$ cat src/hw/rtl/xxh32_pkg.sv
package xxh32_pkg;

    localparam logic [31:0] PRIME1 = 32'h9E37_79B1;
    localparam logic [31:0] PRIME2 = 32'h85EB_CA77;
    localparam logic [31:0] PRIME3 = 32'hC2B2_AE3D;
    localparam logic [31:0] PRIME4 = 32'h27D4_EB2F;
    localparam logic [31:0] PRIME5 = 32'h1656_67B1;

    // rotate and shift amounts of the scheme
    localparam int unsigned ROT_ROUND = 13;
    localparam int unsigned ROT_WORD  = 17;
    localparam int unsigned ROT_BYTE  = 11;
    localparam int unsigned ROT_LANE0 = 1;
    localparam int unsigned ROT_LANE1 = 7;
    localparam int unsigned ROT_LANE2 = 12;
    localparam int unsigned ROT_LANE3 = 18;
    localparam int unsigned SHR_AV1   = 15;
    localparam int unsigned SHR_AV2   = 13;
    localparam int unsigned SHR_AV3   = 16;

    typedef enum logic [11:0] {
        ST_IDLE      = 12'b0000_0000_0001,
        ST_LANE_MUL  = 12'b0000_0000_0010,
        ST_LANE_MIX  = 12'b0000_0000_0100,
        ST_LANE_TAKE = 12'b0000_0000_1000,
        ST_START     = 12'b0000_0001_0000,
        ST_MERGE     = 12'b0000_0010_0000,
        ST_FOLD      = 12'b0000_0100_0000,
        ST_FOLD_MIX  = 12'b0000_1000_0000,
        ST_FOLD_TAKE = 12'b0001_0000_0000,
        ST_AV_A      = 12'b0010_0000_0000,
        ST_AV_B      = 12'b0100_0000_0000,
        ST_AV_C      = 12'b1000_0000_0000
    } state_t;

    // operands handed to the shared multiplier
    typedef struct packed {
        logic [31:0] a;
        logic [31:0] b;
    } mul_req_t;

    function automatic logic [31:0] rotl32(input logic [31:0] x, input int unsigned r);
        logic [4:0] s;
        s = r[4:0];
        if (s == 5'd0)
            return x;
        return (x << s) | (x >> (6'd32 - {1'b0, s}));
    endfunction

    // merge rotation of each lane
    function automatic logic [31:0] lane_rot(input logic [31:0] x, input logic [1:0] lane);
        logic [31:0] y;
        case (lane)
            2'd0:    y = rotl32(x, ROT_LANE0);
            2'd1:    y = rotl32(x, ROT_LANE1);
            2'd2:    y = rotl32(x, ROT_LANE2);
            default: y = rotl32(x, ROT_LANE3);
        endcase
        return y;
    endfunction

endpackage

$ cat src/hw/rtl/xxh32_mul.sv
module xxh32_mul
(
    input  logic                clk,
    input  xxh32_pkg::mul_req_t req,
    output logic [31:0]         product
);

    logic [63:0] full_prod;
    logic [31:0] product_reg;

    // low word of the product, registered: it appears in the cycle after the operands
    assign full_prod = {32'd0, req.a} * {32'd0, req.b};

    always_ff @(posedge clk)
    begin
        product_reg <= full_prod[31:0];
    end

    assign product = product_reg;

endmodule

$ cat src/hw/rtl/xxhash32_byte_stream.sv
// xxhash32 over a byte stream, one byte per input word, seed in a config register
// a byte that neither fills a stripe nor ends the message leaves the block idle and ready for the next byte
// a completed stripe runs 4 lanes in turn on the one shared multiplier, each through LANE_MUL, LANE_MIX, LANE_TAKE
// finish: start, merge of lanes 1 to 3 (only after a stripe), fold of each leftover word then byte, avalanche
// each step waits on the multiplier's registered product; input stalls until the stripe is absorbed or the hash is out
// reset sets the state to idle and clears counts and seed to zero; stripe buffer, lanes, h and hash hold no reset value
module xxhash32_byte_stream
(
    input  logic        clk,
    input  logic        rst_n,

    // configuration: hash seed
    input  logic        cfg_wr_en,
    input  logic [31:0] cfg_wr_data,

    // input words
    input  logic        in_valid,
    output logic        in_stall,
    input  logic [7:0]  data_byte,
    input  logic        last_byte,
    input  logic        empty_message,

    // result words
    output logic        out_valid,
    input  logic        out_stall,
    output logic [31:0] hash_value
);

    // control state
    xxh32_pkg::state_t state_reg, state_next;
    logic [31:0] seed_reg, seed_next;
    logic [3:0]  fill_reg, fill_next;
    logic [31:0] length_reg, length_next;
    logic        seen_reg, seen_next;
    logic        pend_last_reg, pend_last_next;
    logic [1:0]  lane_reg, lane_next;
    logic [3:0]  pos_reg, pos_next;
    logic        is_word_reg, is_word_next;
    logic        out_valid_reg, out_valid_next;

    // payload state
    logic [31:0] stripe_reg [4];
    logic [31:0] stripe_next [4];
    logic [31:0] acc_reg [4];
    logic [31:0] acc_next [4];
    logic [31:0] h_reg, h_next;
    logic [31:0] hash_reg, hash_next;

    // shared multiplier
    xxh32_pkg::mul_req_t mul_req;
    logic [31:0]         product;

    // one read port on the stripe buffer: a word, and a byte picked from it
    logic [1:0]  word_idx;
    logic [31:0] rd_word;
    logic [31:0] rd_byte;
    logic [4:0]  pos_plus4;
    logic [31:0] mix;
    logic        accept;

    xxh32_mul u_mul
    (
        .clk     (clk),
        .req     (mul_req),
        .product (product)
    );

    assign accept   = in_valid && !in_stall;
    assign in_stall = (state_reg != xxh32_pkg::ST_IDLE);

    assign word_idx  = (state_reg == xxh32_pkg::ST_FOLD) ? pos_reg[3:2] : lane_reg;
    assign rd_word   = stripe_reg[word_idx];
    assign rd_byte   = {24'd0, rd_word[{pos_reg[1:0], 3'b000} +: 8]};
    assign pos_plus4 = {1'b0, pos_reg} + 5'd4;

    always_comb
    begin
        state_next     = state_reg;
        seed_next      = seed_reg;
        fill_next      = fill_reg;
        length_next    = length_reg;
        seen_next      = seen_reg;
        pend_last_next = pend_last_reg;
        lane_next      = lane_reg;
        pos_next       = pos_reg;
        is_word_next   = is_word_reg;
        out_valid_next = out_valid_reg;
        stripe_next    = stripe_reg;
        acc_next       = acc_reg;
        h_next         = h_reg;
        hash_next      = hash_reg;
        mul_req.a      = rd_word;
        mul_req.b      = xxh32_pkg::PRIME2;
        mix            = 32'd0;

        if (cfg_wr_en)
        begin
            seed_next = cfg_wr_data;
        end

        // result taken downstream
        if (out_valid_reg && !out_stall)
        begin
            out_valid_next = 1'b0;
        end

        case (state_reg)
            xxh32_pkg::ST_IDLE:
            begin
                if (accept)
                begin
                    if (empty_message)
                    begin
                        // drop any partial message, hash the empty one
                        fill_next   = 4'd0;
                        length_next = 32'd0;
                        seen_next   = 1'b0;
                        state_next  = xxh32_pkg::ST_START;
                    end
                    else
                    begin
                        stripe_next[fill_reg[3:2]][{fill_reg[1:0], 3'b000} +: 8] = data_byte;
                        fill_next      = fill_reg + 4'd1;
                        length_next    = length_reg + 32'd1;
                        pend_last_next = last_byte;
                        if (fill_reg == 4'd15)
                        begin
                            // stripe complete: seed the lanes on the first one
                            if (!seen_reg)
                            begin
                                acc_next[0] = seed_reg + xxh32_pkg::PRIME1 + xxh32_pkg::PRIME2;
                                acc_next[1] = seed_reg + xxh32_pkg::PRIME2;
                                acc_next[2] = seed_reg;
                                acc_next[3] = seed_reg - xxh32_pkg::PRIME1;
                                seen_next   = 1'b1;
                            end
                            lane_next  = 2'd0;
                            state_next = xxh32_pkg::ST_LANE_MUL;
                        end
                        else if (last_byte)
                        begin
                            state_next = xxh32_pkg::ST_START;
                        end
                    end
                end
            end

            // lane round: word * prime2, add, rotate, * prime1
            xxh32_pkg::ST_LANE_MUL:
            begin
                mul_req.a  = rd_word;
                mul_req.b  = xxh32_pkg::PRIME2;
                state_next = xxh32_pkg::ST_LANE_MIX;
            end

            xxh32_pkg::ST_LANE_MIX:
            begin
                mix        = xxh32_pkg::rotl32(acc_reg[lane_reg] + product, xxh32_pkg::ROT_ROUND);
                mul_req.a  = mix;
                mul_req.b  = xxh32_pkg::PRIME1;
                state_next = xxh32_pkg::ST_LANE_TAKE;
            end

            xxh32_pkg::ST_LANE_TAKE:
            begin
                acc_next[lane_reg] = product;
                if (lane_reg == 2'd3)
                begin
                    state_next = pend_last_reg ? xxh32_pkg::ST_START : xxh32_pkg::ST_IDLE;
                end
                else
                begin
                    lane_next  = lane_reg + 2'd1;
                    state_next = xxh32_pkg::ST_LANE_MUL;
                end
            end

            // start value plus length
            xxh32_pkg::ST_START:
            begin
                pos_next = 4'd0;
                if (seen_reg)
                begin
                    h_next     = length_reg + xxh32_pkg::lane_rot(acc_reg[0], 2'd0);
                    lane_next  = 2'd1;
                    state_next = xxh32_pkg::ST_MERGE;
                end
                else
                begin
                    h_next     = length_reg + seed_reg + xxh32_pkg::PRIME5;
                    state_next = xxh32_pkg::ST_FOLD;
                end
            end

            xxh32_pkg::ST_MERGE:
            begin
                h_next = h_reg + xxh32_pkg::lane_rot(acc_reg[lane_reg], lane_reg);
                if (lane_reg == 2'd3)
                begin
                    state_next = xxh32_pkg::ST_FOLD;
                end
                else
                begin
                    lane_next = lane_reg + 2'd1;
                end
            end

            // whole leftover words first, then single bytes
            xxh32_pkg::ST_FOLD:
            begin
                if (pos_plus4 <= {1'b0, fill_reg})
                begin
                    mul_req.a    = rd_word;
                    mul_req.b    = xxh32_pkg::PRIME3;
                    is_word_next = 1'b1;
                    state_next   = xxh32_pkg::ST_FOLD_MIX;
                end
                else if (pos_reg < fill_reg)
                begin
                    mul_req.a    = rd_byte;
                    mul_req.b    = xxh32_pkg::PRIME5;
                    is_word_next = 1'b0;
                    state_next   = xxh32_pkg::ST_FOLD_MIX;
                end
                else
                begin
                    state_next = xxh32_pkg::ST_AV_A;
                end
            end

            xxh32_pkg::ST_FOLD_MIX:
            begin
                if (is_word_reg)
                begin
                    mix       = xxh32_pkg::rotl32(h_reg + product, xxh32_pkg::ROT_WORD);
                    mul_req.b = xxh32_pkg::PRIME4;
                end
                else
                begin
                    mix       = xxh32_pkg::rotl32(h_reg + product, xxh32_pkg::ROT_BYTE);
                    mul_req.b = xxh32_pkg::PRIME1;
                end
                mul_req.a  = mix;
                state_next = xxh32_pkg::ST_FOLD_TAKE;
            end

            xxh32_pkg::ST_FOLD_TAKE:
            begin
                h_next     = product;
                pos_next   = is_word_reg ? pos_reg + 4'd4 : pos_reg + 4'd1;
                state_next = xxh32_pkg::ST_FOLD;
            end

            // avalanche
            xxh32_pkg::ST_AV_A:
            begin
                mul_req.a  = h_reg ^ (h_reg >> xxh32_pkg::SHR_AV1);
                mul_req.b  = xxh32_pkg::PRIME2;
                state_next = xxh32_pkg::ST_AV_B;
            end

            xxh32_pkg::ST_AV_B:
            begin
                mul_req.a  = product ^ (product >> xxh32_pkg::SHR_AV2);
                mul_req.b  = xxh32_pkg::PRIME3;
                h_next     = product ^ (product >> xxh32_pkg::SHR_AV2);
                state_next = xxh32_pkg::ST_AV_C;
            end

            xxh32_pkg::ST_AV_C:
            begin
                // hold the product until the output register is free
                mul_req.a = h_reg;
                mul_req.b = xxh32_pkg::PRIME3;
                if (!(out_valid_reg && out_stall))
                begin
                    hash_next      = product ^ (product >> xxh32_pkg::SHR_AV3);
                    out_valid_next = 1'b1;
                    fill_next      = 4'd0;
                    length_next    = 32'd0;
                    seen_next      = 1'b0;
                    state_next     = xxh32_pkg::ST_IDLE;
                end
            end

            default:
            begin
                state_next = xxh32_pkg::ST_IDLE;
            end
        endcase
    end

    always_ff @(posedge clk or negedge rst_n)
    begin
        if (!rst_n)
        begin
            state_reg     <= xxh32_pkg::ST_IDLE;
            seed_reg      <= 32'd0;
            fill_reg      <= 4'd0;
            length_reg    <= 32'd0;
            seen_reg      <= 1'b0;
            pend_last_reg <= 1'b0;
            lane_reg      <= 2'd0;
            pos_reg       <= 4'd0;
            is_word_reg   <= 1'b0;
            out_valid_reg <= 1'b0;
        end
        else
        begin
            state_reg     <= state_next;
            seed_reg      <= seed_next;
            fill_reg      <= fill_next;
            length_reg    <= length_next;
            seen_reg      <= seen_next;
            pend_last_reg <= pend_last_next;
            lane_reg      <= lane_next;
            pos_reg       <= pos_next;
            is_word_reg   <= is_word_next;
            out_valid_reg <= out_valid_next;
        end
    end

    // payload, no reset
    always_ff @(posedge clk)
    begin
        stripe_reg <= stripe_next;
        acc_reg    <= acc_next;
        h_reg      <= h_next;
        hash_reg   <= hash_next;
    end

    assign out_valid  = out_valid_reg;
    assign hash_value = hash_reg;

    // a final byte always starts finalisation
    assert property (@(posedge clk) disable iff (!rst_n)
        (accept && last_byte) |=> (state_reg != xxh32_pkg::ST_IDLE))
    else $error("final byte did not start finalisation");

    // a plain byte short of a full stripe leaves the block ready
    assert property (@(posedge clk) disable iff (!rst_n)
        (accept && !last_byte && !empty_message && fill_reg != 4'd15)
        |=> (state_reg == xxh32_pkg::ST_IDLE))
    else $error("plain byte left the block busy");

    // a finished hash waits while the output register is held
    assert property (@(posedge clk) disable iff (!rst_n)
        (state_reg == xxh32_pkg::ST_AV_C && out_valid_reg && out_stall)
        |=> (state_reg == xxh32_pkg::ST_AV_C))
    else $error("hash overwrote a pending result");

endmodule

$ cat config.mk
export PLATFORM = sky130hd
export DESIGN_NAME = xxhash32_byte_stream
export DESIGN_NICKNAME = d
export VERILOG_FILES = /design/src/hw/rtl/xxh32_pkg.sv /design/src/hw/rtl/xxh32_mul.sv /design/src/hw/rtl/xxhash32_byte_stream.sv
export SDC_FILE = /design/constraint.sdc
export NUM_CORES = 2
export LEC_CHECK = 0
export BUFFER_PORTS_ARGS = -buffer_cell sky130_fd_sc_hd__buf_2
export CELL_PAD_IN_SITES_DETAIL_PLACEMENT = 0
export CELL_PAD_IN_SITES_GLOBAL_PLACEMENT = 1
export CORE_MARGIN = 2
export CORE_UTILIZATION = 55
export DETAILED_ROUTE_END_ITERATION = 10
export PLACE_DENSITY = 0.9
export REMOVE_ABC_BUFFERS = 1
export SYNTH_ARGS = -nofsm -noshare
export SYNTH_HDL_FRONTEND = slang
export SYNTH_SLANG_ARGS = --single-unit
$ cat constraint.sdc
create_clock -name clk -period 24.4 [get_ports clk]
set_input_delay 1.22 -clock clk [delete_from_list [all_inputs] [get_ports clk]]
set_output_delay 1.22 -clock clk [all_outputs]
set_load 0.1 [all_outputs]
# Word level (Yosys, flattened, before mapping)
# Cells that the tools add are included.
[classes] add_sub_neg=17 n_mul=1 order_cmp=7 n_eq_ne=27 n_shift=3 n_mux=67 n_bitwise=16 reduce_logical=23
[op_table] cell="128-bit two-way mux" n=4
[op_table] cell="32-bit two-way mux" n=15
[op_table] cell="64-bit case mux with 6 select lines" n=1
[op_table] cell="128-bit bitwise mux" n=2
[op_table] cell="128-bit case mux with 2 select lines" n=1
[op_table] cell="32-bit adder" n=5
[op_table] cell="12-bit case mux with 12 select lines" n=1
[op_table] cell="32-bit binary-select mux with 2-bit select" n=2
[op_table] cell="32-bit demux with 2-bit select" n=2
[op_table] cell="64-bit two-way mux" n=2
[op_table] cell="32-bit case mux with 4 select lines" n=1
[op_table] cell="32-bit adder, second input constant" n=3
[op_table] cell="32-bit case mux with 3 select lines" n=1
[op_table] cell="12-bit two-way mux" n=6
[op_table] cell="32-bit by 1-bit OR with 32-bit output" n=2
[op_table] cell="32-bit case mux with 2 select lines" n=1
[op_table] cell="32-bit by 1-bit adder with 32-bit output, second input constant" n=1
[op_table] cell="32-bit by 29-bit adder with 32-bit output, second input constant" n=1
[op_table] cell="32-bit by 32-bit multiplier with 32-bit output" n=1
[op_table] cell="32-bit by 11-bit OR with 32-bit output" n=1
[op_table] cell="32-bit by 12-bit OR with 32-bit output" n=1
[op_table] cell="32-bit by 13-bit OR with 32-bit output" n=1
[op_table] cell="32-bit by 17-bit OR with 32-bit output" n=1
[op_table] cell="32-bit by 18-bit OR with 32-bit output" n=1
[op_table] cell="59 further kinds" n=104
[word_totals] regBits=442 input_bits=47 output_inout_bits=34 word_cells=182

# Logic depth before layout (Yosys ltp)
[logic_depth] depth_word=11 ltp_mapped=53 depth_no_buf=51

# Hierarchy
# Synthesis repeated with hierarchy kept, for this count alone.
[unflattened] hier_cells=5108 area_unflattened_um2=47825.9
[by_module_without_submodules] mod="xxhash32_byte_stream" n_inst=1 cells_per_inst=3312 area_each_um2=31146.1
[by_module_without_submodules] mod="xxh32_mul" n_inst=1 cells_per_inst=1796 area_each_um2=16679.7

# Worst setup path before layout
# Ideal clock, no wire load.
[synth_path] path_type="register to register" from="reg lane_reg[0]" to="reg u_mul.product_reg[31] (netlist: u_mul.product[31])" setup_ns=0.129 arrival_time_ns=12.963 required_time_ns=24.271 path_slack_ns=11.308 stages_incl_launch_ff=50 path_buffers=3 synth_period_minus_slack_ns=13.092 path_cell_list="dfrtp_1 clkbuf_1 buf_1 clkbuf_1 mux4_2 ha_1 o21ai_0 nand2b_1 o211ai_1 o2111ai_1 a31oi_1 o21a_1 or4b_2 and2_1 o2111ai_1 mux2i_1 o21ai_0 o21a_1 (+14 left out) fa_1 xnor2_1 xnor2_1 xnor2_1 xnor2_1 xnor2_1 xnor2_2 xnor2_1 xnor3_1 xor2_1 xnor3_1 xnor3_1 xnor2_1 xnor2_1 xnor3_1 xnor2_1 xnor2_1 xnor2_1"
[synth_via] elab_chain_len=10 word_cells_on_any_way=16 cone_classes="add/sub: 1; mul: 1; shift: 1; mux: 10; bitwise: 3"
[synth_rtl] element="from (decl)" line="xxhash32_byte_stream.sv:36" text="logic [1:0] lane_reg, lane_next;"
[synth_rtl] element="from (signal assigned)" line="xxhash32_byte_stream.sv:316" text="lane_reg <= lane_next;"
[synth_rtl] element="parallel branches: the longest is 8 deep, another holds 32-bit adder"
[synth_rtl] element="64-bit case mux with 6 select lines *" line="xxhash32_byte_stream.sv:107" text="case (state_reg)"
[synth_rtl] element="32-bit by 32-bit multiplier with 32-bit output *" line="xxh32_mul.sv:12" text="assign full_prod = {32'd0, req.a} * {32'd0, req.b};"
[synth_rtl] element="named net u_mul.full_prod[31]" line="xxh32_mul.sv:8" text="logic [63:0] full_prod;"
[synth_rtl] element="to (signal assigned)" line="xxh32_mul.sv:16" text="product_reg <= full_prod[31:0];"
[synth_rtl] element="to (decl)" line="xxh32_mul.sv:9" text="logic [31:0] product_reg;"
# Mark *: on every way through the listed nets, which the timed path passes. The select of a mux whose other input is x is not followed.
# A chain may end at the register's enable or synchronous reset.

# Worst setup path in the final report
# Ends and elaborated chain as after synthesis.

==> impl_metrics.py <==
metrics = {
    "cells_and_area": {
        "layout-area-overhead-vs-synth_pct": 7.60,
        "stdcell_count": 6077,
        "layout.filler_cells": 7073,
        "share_of_final_layout_standard_cells_stronger_than_drive_strength_1": 0.0755,
        "final_design_area_no_fill_sq_um": 49400,
        "nets": 5753,
        "most_common_cell_after_layout_fill_and_taps_aside": "inv_1",
        "most-common-layout-cells": "inv_1, nand2_1, fa_1",
    },
    "placement": {
        "postPlaceCellArea_sq_um": 47600,
        "dp.cells": 5979,
        "place_hpwl_microns": 134000,
        "gp_congestion": 1.09,
        "io_buffers": 80,
    },
    "clocking": {
        "cts_resized": 0,
        "clock_latency_ns": 0.64,
        "clock_sinks": 442,
        "cts_hold_buffers": 0,
        "cts-root-buf": "clkbuf_16",
        "cts_inserted_buffers": 51,
        "path_clk_slew_ns": 0.07,
        "cts_post_setup_buffers_inserted": 0,
        "cts_tree": "yes",
        "cts_max_level": 2,
        "clock_path_buffers": 3,
    },
    "worst_setup_path": {
        "critical_path.top_delay_family": "adder cells",
        "startpoint": "lane_reg[0]",
        "crit-reg2reg-launch": "lane_reg[0]",
        "critical_path.slowest_cell": "mux4_2",
        "critPathCaptureType": "register",
        "required_ns": 24.87,
        "cp-endpoint": "u_mul.product[31]",
        "startpoint_type_of_the_worst_setup_path": "register",
        "worst_setup_slack_for_register_to_register_paths_ns": 10.10,
        "crit_path_frequent_cell": "xnor2_1",
        "critical_r2r_capture": "u_mul.product[31]",
        "critPathBufInv": 7,
        "critPathArrivalTime_ns": 14.77,
        "cp_slowest_stage_delay_ns": 0.69,
        "crit_type": "reg2reg",
        "worst-path-max-fanout": 36,
        "critical_path_cell_count": 48,
        "worstRegToRegCells": 48,
    },
    "routing": {
        "drt_pass1_iterations": 9,
        "drt_first_iter_violations": 4420,
        "postRouteWirelength_microns": 171000,
        "vias_per_cell": 6.33,
        "vias": 38500,
        "routed_wire_length_per_instance_microns": 28.2,
        "drcViolationCount": 0,
        "drt.antenna.violating_nets": 0,
    },
    "yosys": {
        "synthDistinctLibCells": 88,
        "proportion_of_netlist_area_held_by_the_largest_area_contributor": 0.209,
        "synthesis.area_per_instance_sq_um": 9.26,
        "synthArstFlopShare": 0.204,
        "netlist_top_cells_area": "edfxtp_1, fa_1, ha_1, inv_1, dfrtp_1",
        "synth_edf_count": 320,
        "yosys_register_bits": 442,
        "synth-warning-count": 0,
        "yosysTopAreaCell": "edfxtp_1",
        "netlist_area_sq_um": 45900,
        "ys_seq_area_frac": 0.272,
        "yosys_most_used_dff": "edfxtp_1",
        "post_synth_inst_count": 4964,
    },
    "floorplan": {
        "design.core.area_sq_um": 82400,
        "die_height_microns": 293,
        "floorplan.rows": 105,
        "top_level_ports": 81,
        "floorplan.initialDensity": 0.558,
        "die_w_microns": 293,
        "design.die.area_sq_um": 85900,
    },
    "hold_path": {
        "min_delay_worst_type": "in2async",
    },
    "timing": {
        "slew_headroom": -0.00298,
        "final-max-slew-violation-count": 2,
        "maxClockFrequency_ghz": 0.0699,
        "finalCritPeriodShare": 0.586,
        "final-hold-violation-count": 0,
        "unrepaired_setup_endpoints_after_global_routing": "false",
        "skew_ns": 0.0521,
        "worst-slew-pin-transition_ns": 1.50,
        "period_needed_ns": 14.30,
        "totalNegativeSetupSlack_ns": 0,
        "count_of_endpoints_failing_setup_in_the_final_report": 0,
    },
    "global_routing": {
        "globalRoute.totalOverflow": 0,
        "grt_use_total": 0.403,
        "initial_antenna_violation_count": 5,
        "grt_pass1_vias": 38400,
        "grt_max_degree": 208,
        "grt_pass1_wl_microns": 252000,
    },
    "status": {
        "violated_checks": "max-slew violations",
        "outcome": "complete, but fails checks",
    },
    "flow_run": {
        "cap_violations": 0,
    },
}
cell families after synthesis:
group	count (synthesis)	share of synthesized area
xor gates and xnor gates	337	0.0656
buffers and inverters	931	0.0763
and+or+nand+nor	1350	0.134
DFF	442	0.272
muxes	120	0.0382
adders and majority gates	744	0.270
AOI/OAI and AO/OA	1040	0.144
synth_stat cells, types with 33 or more instances:
master and count:
a211oi_1 37, a21o_1 57, a21oi_1 266, a222oi_1 43, a31oi_1 45, and2_1 63, clkbuf_1 213, dfrtp_1 89
edfxtp_1 320, fa_1 412, ha_1 332, inv_1 677, mux2i_1 57, mux4_2 42, nand2_1 444, nand2b_1 40
nand3_1 174, nor2_1 388, nor3_1 56, o21a_1 39, o21ai_0 301, o21bai_1 33, or3_1 34, xnor2_1 222
xor2_1 110
through the flow:
stage | hold slack (ns) | setup slack [ns] | util
after floorplan | 0.516 | 7.89 | -
after global placement | 0.540 | 10.53 | 0.578
after detailed placement | 0.551 | 10.28 | 0.578
after CTS | 0.559 | 10.19 | 0.600
after global routing | 0.578 | 9.28 | 0.600
final | 0.545 | 10.10 | 0.600
worst reg2reg max path, delay by kind of cell, from the launching register on:
kind | cells | cell delay [ns]
adder cells (fa/ha/maj) | 9 | 4.20
XOR/XNOR | 17 | 3.49
AO/OA/AOI/OAI | 9 | 2.63
AND/OR/NAND/NOR | 4 | 1.46
buffers and inverters | 7 | 1.12
multiplexers | 2 | 0.82
flip-flops | 1 | 0.38
cell type report:
type                    count  area [sq um]  area share
flip-flops and latches    442         12500       0.253
clock inverters            24           330     0.00668
repair buffers            180          1170      0.0236
well taps                1070          1340      0.0271
multi-input cells        3591         30000       0.607
clock buffers              72          1460      0.0295
inverters                 696          2610      0.0528
diodes                      2          5.00    0.000101
worst min-delay path by stage:
stage / from / end / cells after the start
floorplan: pend_last_reg / pend_last_reg / 2
global placement: state_reg[0] / state_reg[0] / 2
detailed placement: state_reg[0] / state_reg[0] / 2
CTS: rst_n / seed_reg[21] / 1
global route: rst_n / seed_reg[21] / 1
finish: rst_n / seed_reg[21] / 1
routing by layer:
| metal | GRT usage | wire length [microns] | vias up |
|---|---|---|---|
| met5 | 0 | 14 | - |
| met4 | 0.254 | 13300 | 2 |
| met3 | 0.0848 | 16700 | 523 |
| met2 | 0.637 | 77100 | 2125 |
| met1 | 0.507 | 64300 | 18900 |
| li1 | - | - | 16900 |
Power is left out: the tool's default activity adds up to more than one toggle a clock period on the data nets, which glitch-free logic cannot reach.
